[src/hw/rtl/csp_pkg.sv]
// Shared types and codes for the counting semaphore with priority wait set.
package csp_pkg;

  localparam int REQ_W    = 2;
  localparam int TID_W    = 6;
  localparam int STATUS_W = 3;
  localparam int COUNT_W  = 9;
  localparam int INIT_W   = 8;

  // Request codes
  localparam logic [REQ_W-1:0] REQ_LOCK    = 2'd0;
  localparam logic [REQ_W-1:0] REQ_TRYLOCK = 2'd1;
  localparam logic [REQ_W-1:0] REQ_UNLOCK  = 2'd2;

  // Status codes
  localparam logic [STATUS_W-1:0] ST_GRANTED  = 3'd0;
  localparam logic [STATUS_W-1:0] ST_WAIT     = 3'd1;
  localparam logic [STATUS_W-1:0] ST_FAILED   = 3'd2;
  localparam logic [STATUS_W-1:0] ST_RELEASED = 3'd3;
  localparam logic [STATUS_W-1:0] ST_WOKE     = 3'd4;

  typedef struct packed {
    logic [STATUS_W-1:0] status;
    logic [TID_W-1:0]    woken_thread;
    logic [COUNT_W-1:0]  count_after;
  } result_t;

endpackage

[src/hw/rtl/csp_if.sv]
// Valid/ready channel interfaces for requests and results.
interface csp_req_if;
  logic                       valid;
  logic                       ready;
  logic [csp_pkg::REQ_W-1:0]  req_type;
  logic [csp_pkg::TID_W-1:0]  thread_id;

  modport source (output valid, output req_type, output thread_id, input ready);
  modport sink   (input valid, input req_type, input thread_id, output ready);
endinterface

interface csp_res_if;
  logic                          valid;
  logic                          ready;
  logic [csp_pkg::STATUS_W-1:0]  status;
  logic [csp_pkg::TID_W-1:0]     woken_thread;
  logic [csp_pkg::COUNT_W-1:0]   count_after;

  modport source (output valid, output status, output woken_thread, output count_after,
                  input ready);
  modport sink   (input valid, input status, input woken_thread, input count_after,
                  output ready);
endinterface

[src/hw/rtl/counting_semaphore_priority_wait_top.sv]
// Top level of the counting semaphore with a priority wait set.
// Each request beat (lock, try-lock or unlock from a thread) yields exactly one result beat.
// The block takes one request per cycle while the result channel is not stalled: a request
// accepted is captured in an input register, the count update and the priority
// encode of the wait set run combinationally against the live semaphore state, and the outcome is
// held in a result register. Back-pressure on the result channel stalls the input register and
// then the request channel. Writing cfg_initial_count reloads the count (clamped to MAX_COUNT)
// and empties the wait set; it must only be done while no request is in flight.
module counting_semaphore_priority_wait_top #(
  parameter int NUM_THREADS = 64,
  parameter int MAX_COUNT   = 255
) (
  input  logic                        clk,
  input  logic                        rst_n,
  csp_req_if.sink                     in_req,
  csp_res_if.source                   out_res,
  input  logic                        cfg_we,
  input  logic [csp_pkg::INIT_W-1:0]  cfg_initial_count
);

  localparam int POS_W  = $clog2(MAX_COUNT + 1) + 1;
  localparam int NEG_W  = $clog2(NUM_THREADS) + 1;
  localparam int CNT_W  = (POS_W > NEG_W) ? POS_W : NEG_W;
  localparam int WAIT_W = (NUM_THREADS < 64) ? NUM_THREADS : 64;
  localparam logic signed [CNT_W-1:0] CntReset = CNT_W'(1);
  localparam logic signed [CNT_W-1:0] CntMin   = CNT_W'(-NUM_THREADS);
  localparam logic signed [CNT_W-1:0] CntMax   = CNT_W'(MAX_COUNT);

  logic                          s1_valid_r;
  logic [csp_pkg::REQ_W-1:0]     s1_req_r;
  logic [csp_pkg::TID_W-1:0]     s1_tid_r;
  logic                          out_valid_r;
  csp_pkg::result_t              out_res_r;
  logic signed [CNT_W-1:0]       count_r;
  logic [WAIT_W-1:0]             bitmap_r;

  logic signed [CNT_W-1:0]       count_nxt;
  logic [WAIT_W-1:0]             bitmap_nxt;
  csp_pkg::result_t              result;
  logic signed [CNT_W-1:0]       init_count;
  logic                          s1_go;
  logic                          in_take;

  assign s1_go        = s1_valid_r && (!out_valid_r || out_res.ready);
  assign in_req.ready = !s1_valid_r || s1_go;
  assign in_take      = in_req.valid && in_req.ready;

  assign init_count = (32'(cfg_initial_count) > MAX_COUNT) ? CntMax
                                                           : CNT_W'(cfg_initial_count);

  csp_core #(
    .NUM_THREADS (NUM_THREADS),
    .MAX_COUNT   (MAX_COUNT),
    .CNT_W       (CNT_W),
    .WAIT_W      (WAIT_W)
  ) u_core (
    .req_type   (s1_req_r),
    .thread_id  (s1_tid_r),
    .count      (count_r),
    .bitmap     (bitmap_r),
    .count_nxt  (count_nxt),
    .bitmap_nxt (bitmap_nxt),
    .result     (result)
  );

  // Input register
  always_ff @(posedge clk) begin
    if (!rst_n) begin
      s1_valid_r <= 1'b0;
    end else if (in_req.ready) begin
      s1_valid_r <= in_req.valid;
    end
    if (in_take) begin
      s1_req_r <= in_req.req_type;
      s1_tid_r <= in_req.thread_id;
    end
  end

  // Semaphore state
  always_ff @(posedge clk) begin
    if (!rst_n) begin
      count_r  <= CntReset;
      bitmap_r <= '0;
    end else if (cfg_we) begin
      count_r  <= init_count;
      bitmap_r <= '0;
    end else if (s1_go) begin
      count_r  <= count_nxt;
      bitmap_r <= bitmap_nxt;
    end
  end

  // Result register
  always_ff @(posedge clk) begin
    if (!rst_n) begin
      out_valid_r <= 1'b0;
    end else if (!out_valid_r || out_res.ready) begin
      out_valid_r <= s1_valid_r;
    end
    if (s1_go) begin
      out_res_r <= result;
    end
  end

  assign out_res.valid        = out_valid_r;
  assign out_res.status       = out_res_r.status;
  assign out_res.woken_thread = out_res_r.woken_thread;
  assign out_res.count_after  = out_res_r.count_after;

  // The count stays inside its saturation limits.
  a_count_range: assert property (@(posedge clk) disable iff (!rst_n)
    (count_r >= CntMin) && (count_r <= CntMax))
    else $error("semaphore count outside its range");

  // Nobody waits while the count is not negative.
  a_no_waiter: assert property (@(posedge clk) disable iff (!rst_n)
    (count_r >= 0) |-> (bitmap_r == '0))
    else $error("wait set not empty with a non-negative count");

  // A beat leaving the input register always lands in the result register.
  a_advance: assert property (@(posedge clk) disable iff (!rst_n)
    s1_go |=> out_valid_r)
    else $error("request lost between input and result registers");

  // A woken thread was waiting in the cycle its unlock was handled.
  a_woken_waited: assert property (@(posedge clk) disable iff (!rst_n)
    (s1_go && (result.status == csp_pkg::ST_WOKE)) |-> (count_r < 0) && (|bitmap_r))
    else $error("waiter woken from an empty wait set");

endmodule

[src/hw/rtl/csp_prio_enc.sv]
// Priority encoder: index of the lowest set bit of the wait set.
module csp_prio_enc #(
  parameter int WIDTH = 64
) (
  input  logic [WIDTH-1:0]          bits,
  output logic [csp_pkg::TID_W-1:0] idx
);

  always_comb begin
    idx = '0;
    // Scan downwards so that the lowest set bit is the last to be written.
    for (int i = WIDTH - 1; i >= 0; i--) begin
      if (bits[i]) begin
        idx = csp_pkg::TID_W'(i);
      end
    end
  end

endmodule

[src/hw/rtl/csp_core.sv]
// Next-state and result logic for one request against the semaphore state.
module csp_core #(
  parameter int NUM_THREADS = 64,
  parameter int MAX_COUNT   = 255,
  parameter int CNT_W       = 10,
  parameter int WAIT_W      = 64
) (
  input  logic [csp_pkg::REQ_W-1:0] req_type,
  input  logic [csp_pkg::TID_W-1:0] thread_id,
  input  logic signed [CNT_W-1:0]   count,
  input  logic [WAIT_W-1:0]         bitmap,
  output logic signed [CNT_W-1:0]   count_nxt,
  output logic [WAIT_W-1:0]         bitmap_nxt,
  output csp_pkg::result_t          result
);

  localparam logic signed [CNT_W-1:0] CntMin = CNT_W'(-NUM_THREADS);
  localparam logic signed [CNT_W-1:0] CntMax = CNT_W'(MAX_COUNT);
  localparam logic signed [CNT_W-1:0] CntOne = CNT_W'(1);
  localparam int EXT_W = (CNT_W > csp_pkg::COUNT_W) ? CNT_W : csp_pkg::COUNT_W;

  logic [csp_pkg::TID_W-1:0] woken;
  logic [WAIT_W-1:0]         set_mask;
  logic [WAIT_W-1:0]         clr_mask;
  logic signed [CNT_W-1:0]   count_dec;
  logic signed [CNT_W-1:0]   count_inc;
  logic signed [EXT_W-1:0]   count_ext;
  logic                      tid_ok;

  csp_prio_enc #(.WIDTH(WAIT_W)) u_prio_enc (
    .bits (bitmap),
    .idx  (woken)
  );

  always_comb begin
    for (int i = 0; i < WAIT_W; i++) begin
      set_mask[i] = (thread_id == csp_pkg::TID_W'(i));
      clr_mask[i] = (woken == csp_pkg::TID_W'(i));
    end
  end

  assign tid_ok    = (32'(thread_id) < NUM_THREADS);
  assign count_dec = (count == CntMin) ? count : count - CntOne;
  assign count_inc = (count == CntMax) ? count : count + CntOne;

  always_comb begin
    count_nxt           = count;
    bitmap_nxt          = bitmap;
    result.status       = csp_pkg::ST_FAILED;
    result.woken_thread = '0;
    case (req_type)
      csp_pkg::REQ_LOCK: begin
        if (tid_ok) begin
          count_nxt = count_dec;
          if (count_dec < 0) begin
            bitmap_nxt    = bitmap | set_mask;
            result.status = csp_pkg::ST_WAIT;
          end else begin
            result.status = csp_pkg::ST_GRANTED;
          end
        end
      end
      csp_pkg::REQ_TRYLOCK: begin
        if (count > 0) begin
          count_nxt     = count - CntOne;
          result.status = csp_pkg::ST_GRANTED;
        end
      end
      csp_pkg::REQ_UNLOCK: begin
        count_nxt     = count_inc;
        result.status = csp_pkg::ST_RELEASED;
        if ((count < 0) && (|bitmap)) begin
          bitmap_nxt          = bitmap & ~clr_mask;
          result.status       = csp_pkg::ST_WOKE;
          result.woken_thread = woken;
        end
      end
      default: begin
      end
    endcase
    // The result carries the low bits of the two's complement count.
    count_ext          = EXT_W'(count_nxt);
    result.count_after = count_ext[csp_pkg::COUNT_W-1:0];
  end

endmodule

[src/flat_wrapper.sv]
// flat-port wrapper written by rule: the top's interface ports become plain ports
module counting_semaphore_priority_wait_top_flat 
#(
  parameter int NUM_THREADS = 64,
  parameter int MAX_COUNT   = 255
)
  (clk, rst_n, cfg_we, cfg_initial_count, in_req_valid, in_req_req_type, in_req_thread_id, in_req_ready, out_res_valid, out_res_status, out_res_woken_thread, out_res_count_after, out_res_ready);
  csp_req_if in_req_i ();
  csp_res_if out_res_i ();
  input  logic clk;
  input  logic rst_n;
  input  logic cfg_we;
  input  logic [csp_pkg::INIT_W-1:0] cfg_initial_count;
  input wire logic [$bits(in_req_i.valid)-1:0] in_req_valid;
  input wire logic [$bits(in_req_i.req_type)-1:0] in_req_req_type;
  input wire logic [$bits(in_req_i.thread_id)-1:0] in_req_thread_id;
  output wire logic [$bits(in_req_i.ready)-1:0] in_req_ready;
  output wire logic [$bits(out_res_i.valid)-1:0] out_res_valid;
  output wire logic [$bits(out_res_i.status)-1:0] out_res_status;
  output wire logic [$bits(out_res_i.woken_thread)-1:0] out_res_woken_thread;
  output wire logic [$bits(out_res_i.count_after)-1:0] out_res_count_after;
  input wire logic [$bits(out_res_i.ready)-1:0] out_res_ready;
  assign in_req_i.valid = in_req_valid;
  assign in_req_i.req_type = in_req_req_type;
  assign in_req_i.thread_id = in_req_thread_id;
  assign in_req_ready = in_req_i.ready;
  assign out_res_valid = out_res_i.valid;
  assign out_res_status = out_res_i.status;
  assign out_res_woken_thread = out_res_i.woken_thread;
  assign out_res_count_after = out_res_i.count_after;
  assign out_res_i.ready = out_res_ready;
  counting_semaphore_priority_wait_top #(.NUM_THREADS(NUM_THREADS), .MAX_COUNT(MAX_COUNT)) u_core (.clk(clk), .rst_n(rst_n), .in_req(in_req_i), .out_res(out_res_i), .cfg_we(cfg_we), .cfg_initial_count(cfg_initial_count));
endmodule
[config.mk]
export PLATFORM = sky130hd
export DESIGN_NAME = counting_semaphore_priority_wait_top_flat
export DESIGN_NICKNAME = d
export VERILOG_FILES = /design/src/hw/rtl/csp_pkg.sv /design/src/hw/rtl/csp_if.sv /design/src/hw/rtl/counting_semaphore_priority_wait_top.sv /design/src/hw/rtl/csp_prio_enc.sv /design/src/hw/rtl/csp_core.sv /design/src/flat_wrapper.sv
export SDC_FILE = /design/constraint.sdc
export NUM_CORES = 1
export LEC_CHECK = 0
export BUFFER_PORTS_ARGS = -buffer_cell sky130_fd_sc_hd__buf_2
export CORE_MARGIN = 2
export CORE_UTILIZATION = 40
export CTS_CLUSTER_SIZE = 10
export DETAILED_ROUTE_END_ITERATION = 16
export SLEW_MARGIN = 10
export SYNTH_ARGS = -nofsm -noshare
export SYNTH_HDL_FRONTEND = slang
export SYNTH_SLANG_ARGS = --single-unit
export TNS_END_PERCENT = 20
[constraint.sdc]
create_clock -name clk -period 5.65 [get_ports clk]
set_clock_uncertainty 0.1 [all_clocks]
set_input_delay 0 -clock clk [delete_from_list [all_inputs] [get_ports clk]]
set_output_delay 0 -clock clk [all_outputs]
set_load 0.02 [all_outputs]
**Word-level counts from Yosys, hierarchy flattened**

Index checks and enable logic that the tools add are counted.

- RAM bits: 0
- Logic and storage cells: 244
- Memories kept: 0
- Latch bits: 0
- Register bits: 101
- ROM bits: 0
- Output and inout bits: 20

- Bitwise logic cells: 4
- Eq/ne operators: 132
- Reduce and logical (&&, ||, !) cells: 16
- Shifts and indexed selects: 0
- Order comparisons: 3
- Divide/modulo/power cells: 0
- Add/sub/neg operators: 2
- Mux-type cells: 77
- Multiply operators: 0

Operators by type and width:

| kind | number |
|---|---|
| 6-bit == test (second input constant) | 64 |
| 6-bit 2-to-1 mux | 64 |
| 6-bit by 5-bit == test with 1-bit output (second input constant) | 32 |
| 64-bit 2-to-1 mux | 2 |
| 64-bit case mux with 2 select lines | 1 |
| 6-bit by 4-bit == test with 1-bit output (second input constant) | 16 |
| 64-bit bitwise AND | 1 |
| 64-bit inverter | 1 |
| 64-bit bitwise OR | 1 |
| 64-bit OR reduction | 1 |
| 6-bit by 3-bit == test with 1-bit output (second input constant) | 8 |
| 9-bit 2-to-1 mux | 4 |
| 9-bit case mux with 3 select lines | 1 |
| 6-bit by 2-bit == test with 1-bit output (second input constant) | 4 |
| 9-bit by 1-bit < comparator with 1-bit output (second input constant) | 2 |
| 8-bit 2-to-1 mux | 2 |
| 6-bit by 1-bit == test with 1-bit output (second input constant) | 2 |
| 6-bit logical NOT | 2 |
| 9-bit by 2-bit adder with 9-bit output (second input constant) | 1 |
| 9-bit by 7-bit == test with 1-bit output (second input constant) | 1 |
| 9-bit == test (second input constant) | 1 |
| 9-bit by 1-bit > comparator with 1-bit output (second input constant) | 1 |
| 3-bit case mux with 3 select lines | 1 |
| 9-bit by 2-bit subtractor with 9-bit output (second input constant) | 1 |
| 14 further kinds | 20 |

**Depth between registers and ports, before layout**

Gate-level depths: netlist of the first run.

- Depth after elaboration: 69
- Gate-level depth with buffers: 11
- Gate-level depth less buffers: 9

**Cells and area by module**

A second synthesis of the first run with hierarchy kept.

- Cells, all modules: 873
- Area total of the unflattened synthesis: 6821.5 um2

By module, submodules not included:

| module | area each (um2) | seq. area each (um2) | instances | cells each |
|---|---|---|---|---|
| counting_semaphore_priority_wait_top | 4040.1 | 2282.2 | 1 | 380 |
| csp_core | 1955.6 | 0.0 | 1 | 346 |
| csp_prio_enc | 825.8 | 0.0 | 1 | 147 |

**Least setup slack after synthesis of the first run**

No wires, ideal clock.

- Path type: reg-to-reg
- Start: register u_core.count_r[0]
- End: register u_core.bitmap_r[13]
- Required time: 5.476 ns
- Setup time: 0.074 ns
- Data arrival time: 2.653 ns
- Buffers on the path: 1
- Stages on the path, launching flop included: 11
- Path slack: 2.823 ns
- Path through: dfxtp_1 -> inv_1 -> ha_1 -> or3b_1 -> clkbuf_2 -> or3_4 -> a2111oi_4 -> or3b_4 -> nor2_1 -> o21ai_1 -> a31oi_1

- Longest elaborated chain between the ends: 5
- Elaborated cells between the ends (all ways): 9
- Classes of those cells: add/sub (1); order compare (2); eq/ne (3); mux (1); reduce/logical (2)

RTL lines:

| what | RTL line | source |
|---|---|---|
| from (decl) | counting_semaphore_priority_wait_top.sv:34 | `logic signed [CNT_W-1:0] count_r;` |
| from (signal assigned) | counting_semaphore_priority_wait_top.sv:82 | `count_r <= CntReset;` |
| from (signal assigned) | counting_semaphore_priority_wait_top.sv:85 | `count_r <= init_count;` |
| from (signal assigned) | counting_semaphore_priority_wait_top.sv:88 | `count_r <= count_nxt;` |
| 9-bit by 2-bit subtractor with 9-bit output / 9-bit by 7-bit == test with 1-bit output (equally long branches) | csp_core.sv:43 | `assign count_dec = (count == CntMin) ? count : count - CntOne;` |
| 9-bit 2-to-1 mux | csp_core.sv:43 |  |
| 9-bit by 1-bit < comparator with 1-bit output | csp_core.sv:55 | `if (count_dec < 0) begin` |
| 2-bit != test (no source line) | n/a |  |
| 4-bit AND reduction (no source line) * | n/a |  |
| to (signal assigned) | counting_semaphore_priority_wait_top.sv:89 | `bitmap_r <= bitmap_nxt;` |
| to (decl) | counting_semaphore_priority_wait_top.sv:35 | `logic [WAIT_W-1:0] bitmap_r;` |

Mark *: on every way between the ends. The rest lies on a longest branch, timed or not.
A chain may end at the register's enable or synchronous reset.

**Worst setup path after layout of the first run**

- Start: register u_core.count_r[0]
- End: register u_core.bitmap_r[18]

The elaborated chain is that of the path after synthesis.

==> results of run 1 <==
-- worst max-delay path, cell delays in order, from the launching register on --
cell       delay, ps
dfxtp_1          360
inv_1            140
ha_1             230
or3b_1           490
or3_4            430
a2111oi_4        590
nand3b_1         480
inv_1            290
a21oi_1          100
a211oi_1         250
-- power groups by stage --
stage	Combinational (mW)	Sequential [mW]	Clock [mW]
after floorplan	0.0742	0.789	0
after global placement	0.106	0.794	0
after detailed placement	0.107	0.794	0
after CTS	0.125	0.778	0.646
after global routing	0.138	0.781	0.673
final	0.127	0.778	0.637
-- kinds of logic (layout without fill, tap and decap cells) --
group / after synthesis / after routing
AOI/OAI and AO/OA: 237 / 237
xor gates and xnor gates: 5 / 5
adders and majority gates: 2 / 2
buffers and inverters: 52 / 113
DFF: 101 / 101
muxes: 1 / 1
and+or+nand+nor: 267 / 267
-- flip-flops by register name, summed over array words and instances (netlist names) --
name / flops
u_core.bitmap_r: 64
u_core.count_r: 9
u_core.out_res.count_after: 9
u_core.out_res.status: 3
u_core.out_res.valid: 1
u_core.out_res.woken_thread: 6
u_core.s1_req_r: 2
u_core.s1_tid_r: 6
u_core.s1_valid_r: 1
-- layer usage --
layer	routed length (um)	vias to the layer above	track usage, %
li1	-	2642	-
met1	8420	2742	37.2
met2	8250	309	39.6
met3	1880	52	8.04
met4	699	0	10.5
met5	0	-	0
-- synthesized netlist by cell type, types with 8 or more instances --
cell type,n
nor2_1,80
dfxtp_1,75
a21oi_1,71
o21ai_0,46
nand2_1,43
nor3_1,33
a211oi_1,32
edfxtp_1,26
nor4_1,23
clkbuf_1,20
inv_1,19
a31oi_1,18
nor2b_1,14
or4_1,12
nand3_1,11
and2_1,9
o211ai_1,9
nand2b_1,8
-- layout make-up --
type | instances | area (um2)
repair buffers | 75 | 541
inverters | 22 | 82.6
multi-input cells | 512 | 2990
clock inverters | 7 | 71.3
flip-flops and latches | 101 | 2280
clock buffers | 9 | 225
fillers | 1311 | 6930
well taps | 176 | 220
-- worst paths after layout --
path                                                    endpoint  slack, ps  cells past startpoint
worst min register to register  u_core.bitmap_r[24]$_SDFFE_PP0P_        460                      2
worst max register to register  u_core.bitmap_r[18]$_SDFFE_PP0P_       2090                      9
worst max-delay path            u_core.bitmap_r[18]$_SDFFE_PP0P_       2090                      9
worst min-delay path              u_core.count_r[3]$_SDFFE_PN0P_         70                      3
==> results.cfg, run 1 <==
[pwr]
intPower_mw = 1.16
clock_power_share_pct = 41.3
p_leak_nw = 2.31
net-switching-power_uw = 386
p_total_mw = 1.54
seqPwrFrac_pct = 50.5
p_sw_share_pct = 25.0
ir_drop_mv = 0.187
powerDensity_nw_per_um2 = 240
power_frac_comb_pct = 8.3

[timing]
relSlewSlack_pct = 13.3
setup_ws_ps = 2090
setup_viol = 0
tns_ps = 0
worstMarginPinSlew_ps = 1300
maxSlewViolCount = 0
finalHoldViolCount = 0
fin_crit_ps = 3560
fmax_mhz = 281
whs_ps = 67.6
rsz0062_at_grt = false
fin_crit_sh_pct = 63.0

[layout]
layoutNonFillerInstCount = 902
mostFrequentLayoutCell = nor2_1
n_antenna_cell = 0
finalNetCount = 744
syn_to_final_growth_pct = 16.7
utilization_pct = 48.1
final_cell_mix = nor2_1 (80), dfxtp_1 (75), a21oi_1 (71)
final_cell_area_um2 = 6410
layout-drive-gt1-share_pct = 10.9

[global_routing]
grt_antenna_before_repair = 0
grt_pass1_wl_mm = 29.9
grt_overflow = 0
grt_pass1_vias = 5285
grtUsageTotal_pct = 27.0
grt_max_degree = 35

[job]
cap_violations = 0

[routing]
finalWirelength_mm = 19.3
wl_per_cell_um = 21.3
vias_per_cell = 6.37
drt_iter0_drc = 670
postRouteAntennaNets = 0
drc_errors = 0
dr_total_vias = 5745
dr.pass1.iters = 5

[yosys]
ys.flop_type = dfxtp_1
ys_seq_area_share_pct = 41.5
synth_area_um2 = 5500
ys_ff_latch = 101
synth-edff-count = 26
synth_xor_area_share_pct = 0.797
synth_area_leaders = dfxtp_1 (27%), edfxtp_1 (14%), a21oi_1 (6.5%)
synth_top_family_by_area = compound AO/OA/AOI/OAI gates
syn-instance-count = 665
synthMuxAreaShare_pct = 0.205
synth-adder-area-share_pct = 0.455
yosysUniqueCellTypes = 67
post_synth.cell_area_avg_um2 = 8.27
synth-simple-area-share_pct = 24.8
syn_nets = 688
yosysTopAreaCell = dfxtp_1
yosys_warnings = 0
synth_top_area_share_pct = 27.3
async_flop_share_pct = 0
synth_compound_area_share_pct = 28.1

[floorplanning]
fp.dieArea_um2 = 14700
start_util_pct = 41.2
rows = 42
ioPinCount = 41
die_w_um = 121
core_area_um2 = 13300
dieHeight_um = 121

[clock_tree]
clock_sinks = 101
post_cts_buffers = 0
cts.repair.resized = 0
tritoncts = yes
clk_pin_slew_worst_paths_ps = 70
cts_buffers = 9
cts_hold_buf = 31
ctsRootBufferMaster = clkbuf_16
worstSkewPairLatency_ps = 360
clk_path_buf_depth = 2
htree_num_levels = 3

[placement]
place_hpwl_mm = 13.6
gp_congestion = 0.936
dp_cells = 855
place_area_um2 = 5810
io_buffers = 40
place_ws_ps = 2160

[critical_path]
criticalPathCategory = flop to flop
critPathLaunch = u_core.count_r[0]$_SDFFE_PN1P_
cp.required_ps = 5820
cp.arrival_ps = 3730
worstPathMaxFanout = 12
endpoint_kind = flop
crit_path_start_kind = flop
rr_startpoint = u_core.count_r[0]$_SDFFE_PN1P_

[hold_path]
hold_path_class = primary input to flop
hold_path_startpoint = cfg_we

[run_status]
status = finished, final reports clean
(Power assumes the default switching activity.)
==> inputs of run 2 (changes only) <==
Clock period 5.65 ns to 3.4 ns, I/O delays scaled along.
==> run 2 against run 1 <==
- cell area increased by 3.6%
- largest power group unchanged
- fmax increased by 11%
- first-iteration DRC count increased by 6.4%
- register-to-register slack got worse by 1900 ps
- routed wire length decreased by 0.95%
- clock power increased by 85%
- die area unchanged
- core utilization increased by 1.7 points
==> results.cfg, run 2 (same netlist as run 1, synthesis figures left out) <==
[placement]
io_buffers = 40
gp_congestion = 0.980
place_hpwl_mm = 13.7
place_ws_ps = 323

[pwr]
net-switching-power_uw = 624
seqPwrFrac_pct = 47.9
p_leak_nw = 2.44
p_total_mw = 2.69
p_sw_share_pct = 23.2
clock_power_share_pct = 43.8
intPower_mw = 2.07
powerDensity_nw_per_um2 = 405
ir_drop_mv = 0.283
power_frac_comb_pct = 8.3

[clock_tree]
ctsRootBufferMaster = clkbuf_16
tritoncts = yes
htree_num_levels = 3
clk_path_buf_depth = 2
clock_sinks = 101
post_cts_buffers = 0
clk_pin_slew_worst_paths_ps = 70
worstSkewPairLatency_ps = 360
cts_buffers = 9

[timing]
fin_crit_sh_pct = 94.2
fin_crit_ps = 3200
relSlewSlack_pct = 35.0
setup_viol = 0
finalHoldViolCount = 0
tns_ps = 0
worstMarginPinSlew_ps = 968
setup_ws_ps = 199
fmax_mhz = 312
maxSlewViolCount = 0
rsz0062_at_grt = false

[job]
cap_violations = 0

[routing]
dr_total_vias = 5738
dr.pass1.iters = 7
drt_iter0_drc = 713
wl_per_cell_um = 20.6
finalWirelength_mm = 19.1
postRouteAntennaNets = 0
drc_errors = 0
vias_per_cell = 6.20

[floorplanning]
start_util_pct = 41.2
core_area_um2 = 13300
rows = 42
ioPinCount = 41
fp.dieArea_um2 = 14700
dieHeight_um = 121
die_w_um = 121

[global_routing]
grtUsageTotal_pct = 26.6
grt_max_degree = 35
grt_pass1_vias = 5282
grt_overflow = 0
grt_antenna_before_repair = 0
grt_pass1_wl_mm = 29.7

[layout]
top_register = u_core.bitmap_r
finalNetCount = 768
largest_reg_flops = 64
final_cell_mix = nor2_1 (80), dfxtp_1 (75), a21oi_1 (71)
syn_to_final_growth_pct = 20.9
mostFrequentLayoutCell = nor2_1
utilization_pct = 49.8
layout-drive-gt1-share_pct = 14.0
n_antenna_cell = 0

[hold_path]
hold_path_class = primary input to flop
hold_path_startpoint = rst_n
hold_path_end = u_core.count_r[0]$_SDFFE_PN1P_
min_delay_path_depth = 3

[critical_path]
worstPathMaxFanout = 8
criticalPathCategory = flop to flop
rr_startpoint = u_core.count_r[1]$_SDFFE_PN0P_
r2r_cells = 11
cp.arrival_ps = 3340
cp.required_ps = 3540
endpoint_kind = flop
crit_path_start_kind = flop
reg2reg_to = u_core.count_r[6]$_SDFFE_PN0P_
reg2reg_slack_ps = 200

[run_status]
status = finished, final reports clean
-- run 2: how the worst max path moves through the flow --
stage | start | endpoint | slack, ps
3_5_place_dp | u_core.count_r[0]$_SDFFE_PN1P_ | u_core.bitmap_r[59]$_SDFFE_PP0P_ | 320
4_1_cts | u_core.count_r[0]$_SDFFE_PN1P_ | u_core.count_r[6]$_SDFFE_PN0P_ | 220
2_1_floorplan | u_core.count_r[0]$_SDFFE_PN1P_ | u_core.bitmap_r[13]$_SDFFE_PP0P_ | 570
5_1_grt | u_core.count_r[1]$_SDFFE_PN0P_ | u_core.count_r[6]$_SDFFE_PN0P_ | 40
3_3_place_gp | u_core.count_r[0]$_SDFFE_PN1P_ | u_core.bitmap_r[26]$_SDFFE_PP0P_ | 420
6_report | u_core.count_r[1]$_SDFFE_PN0P_ | u_core.count_r[6]$_SDFFE_PN0P_ | 200
-- run 2: area by class of cell --
cell class | instances | area, um2
tap | 176 | 220
multi-input combinational | 512 | 3000
clock buffer | 10 | 229
sequential | 101 | 2280
clock inverter | 6 | 111
timing repair buffer | 99 | 721
inverter | 22 | 82.6
fill | 1315 | 6710
-- run 2: timing repair --
action,4_1_cts,5_1_grt
endpoints found under the hold margin,18,0
resized for setup,0,3
endpoints found under the setup margin,0,2
hold buffers,31,0
-- run 2: through the flow --
step / hold WS, ps / instances / area [um2]
after detailed placement: 78.1 / 879 / 5990
after floorplan: -1.13 / 665 / 5500
after CTS: 26.2 / 926 / 6640
after global routing: 80.2 / 926 / 6640
after global placement: 78.2 / 879 / 5990
final: 43.9 / 926 / 6640
-- run 2: power groups by stage --
stage | Combinational (mW) | Clock, mW | Sequential, mW
3_5_place_dp | 0.187 | 0 | 1.32
4_1_cts | 0.216 | 1.19 | 1.29
3_3_place_gp | 0.186 | 0 | 1.31
5_1_grt | 0.240 | 1.24 | 1.29
2_1_floorplan | 0.123 | 0 | 1.31
6_report | 0.222 | 1.18 | 1.29
-- run 2: metal layers --
layer / up-vias / part of all wire [%] / GRT usage, % / routed length, um
met1: 2703 / 44 / 38.6 / 8340
li1: 2677 / - / - / -
met4: 0 / 3.7 / 11.6 / 698
met5: - / 0 / 0 / 0
met2: 303 / 43 / 38.3 / 8130
met3: 55 / 9.9 / 4.98 / 1900
-- run 2: critical path, stage by stage, from the launching register on --
cell and delay (ps):
dfxtp_1 390, inv_1 90, ha_2 190, or3b_1 370, buf_4 180, or2_2 320, nor2_1 110, o22ai_1 90
a311o_1 380, o211ai_1 160, a21boi_0 120, dlygate4sd3_1 590
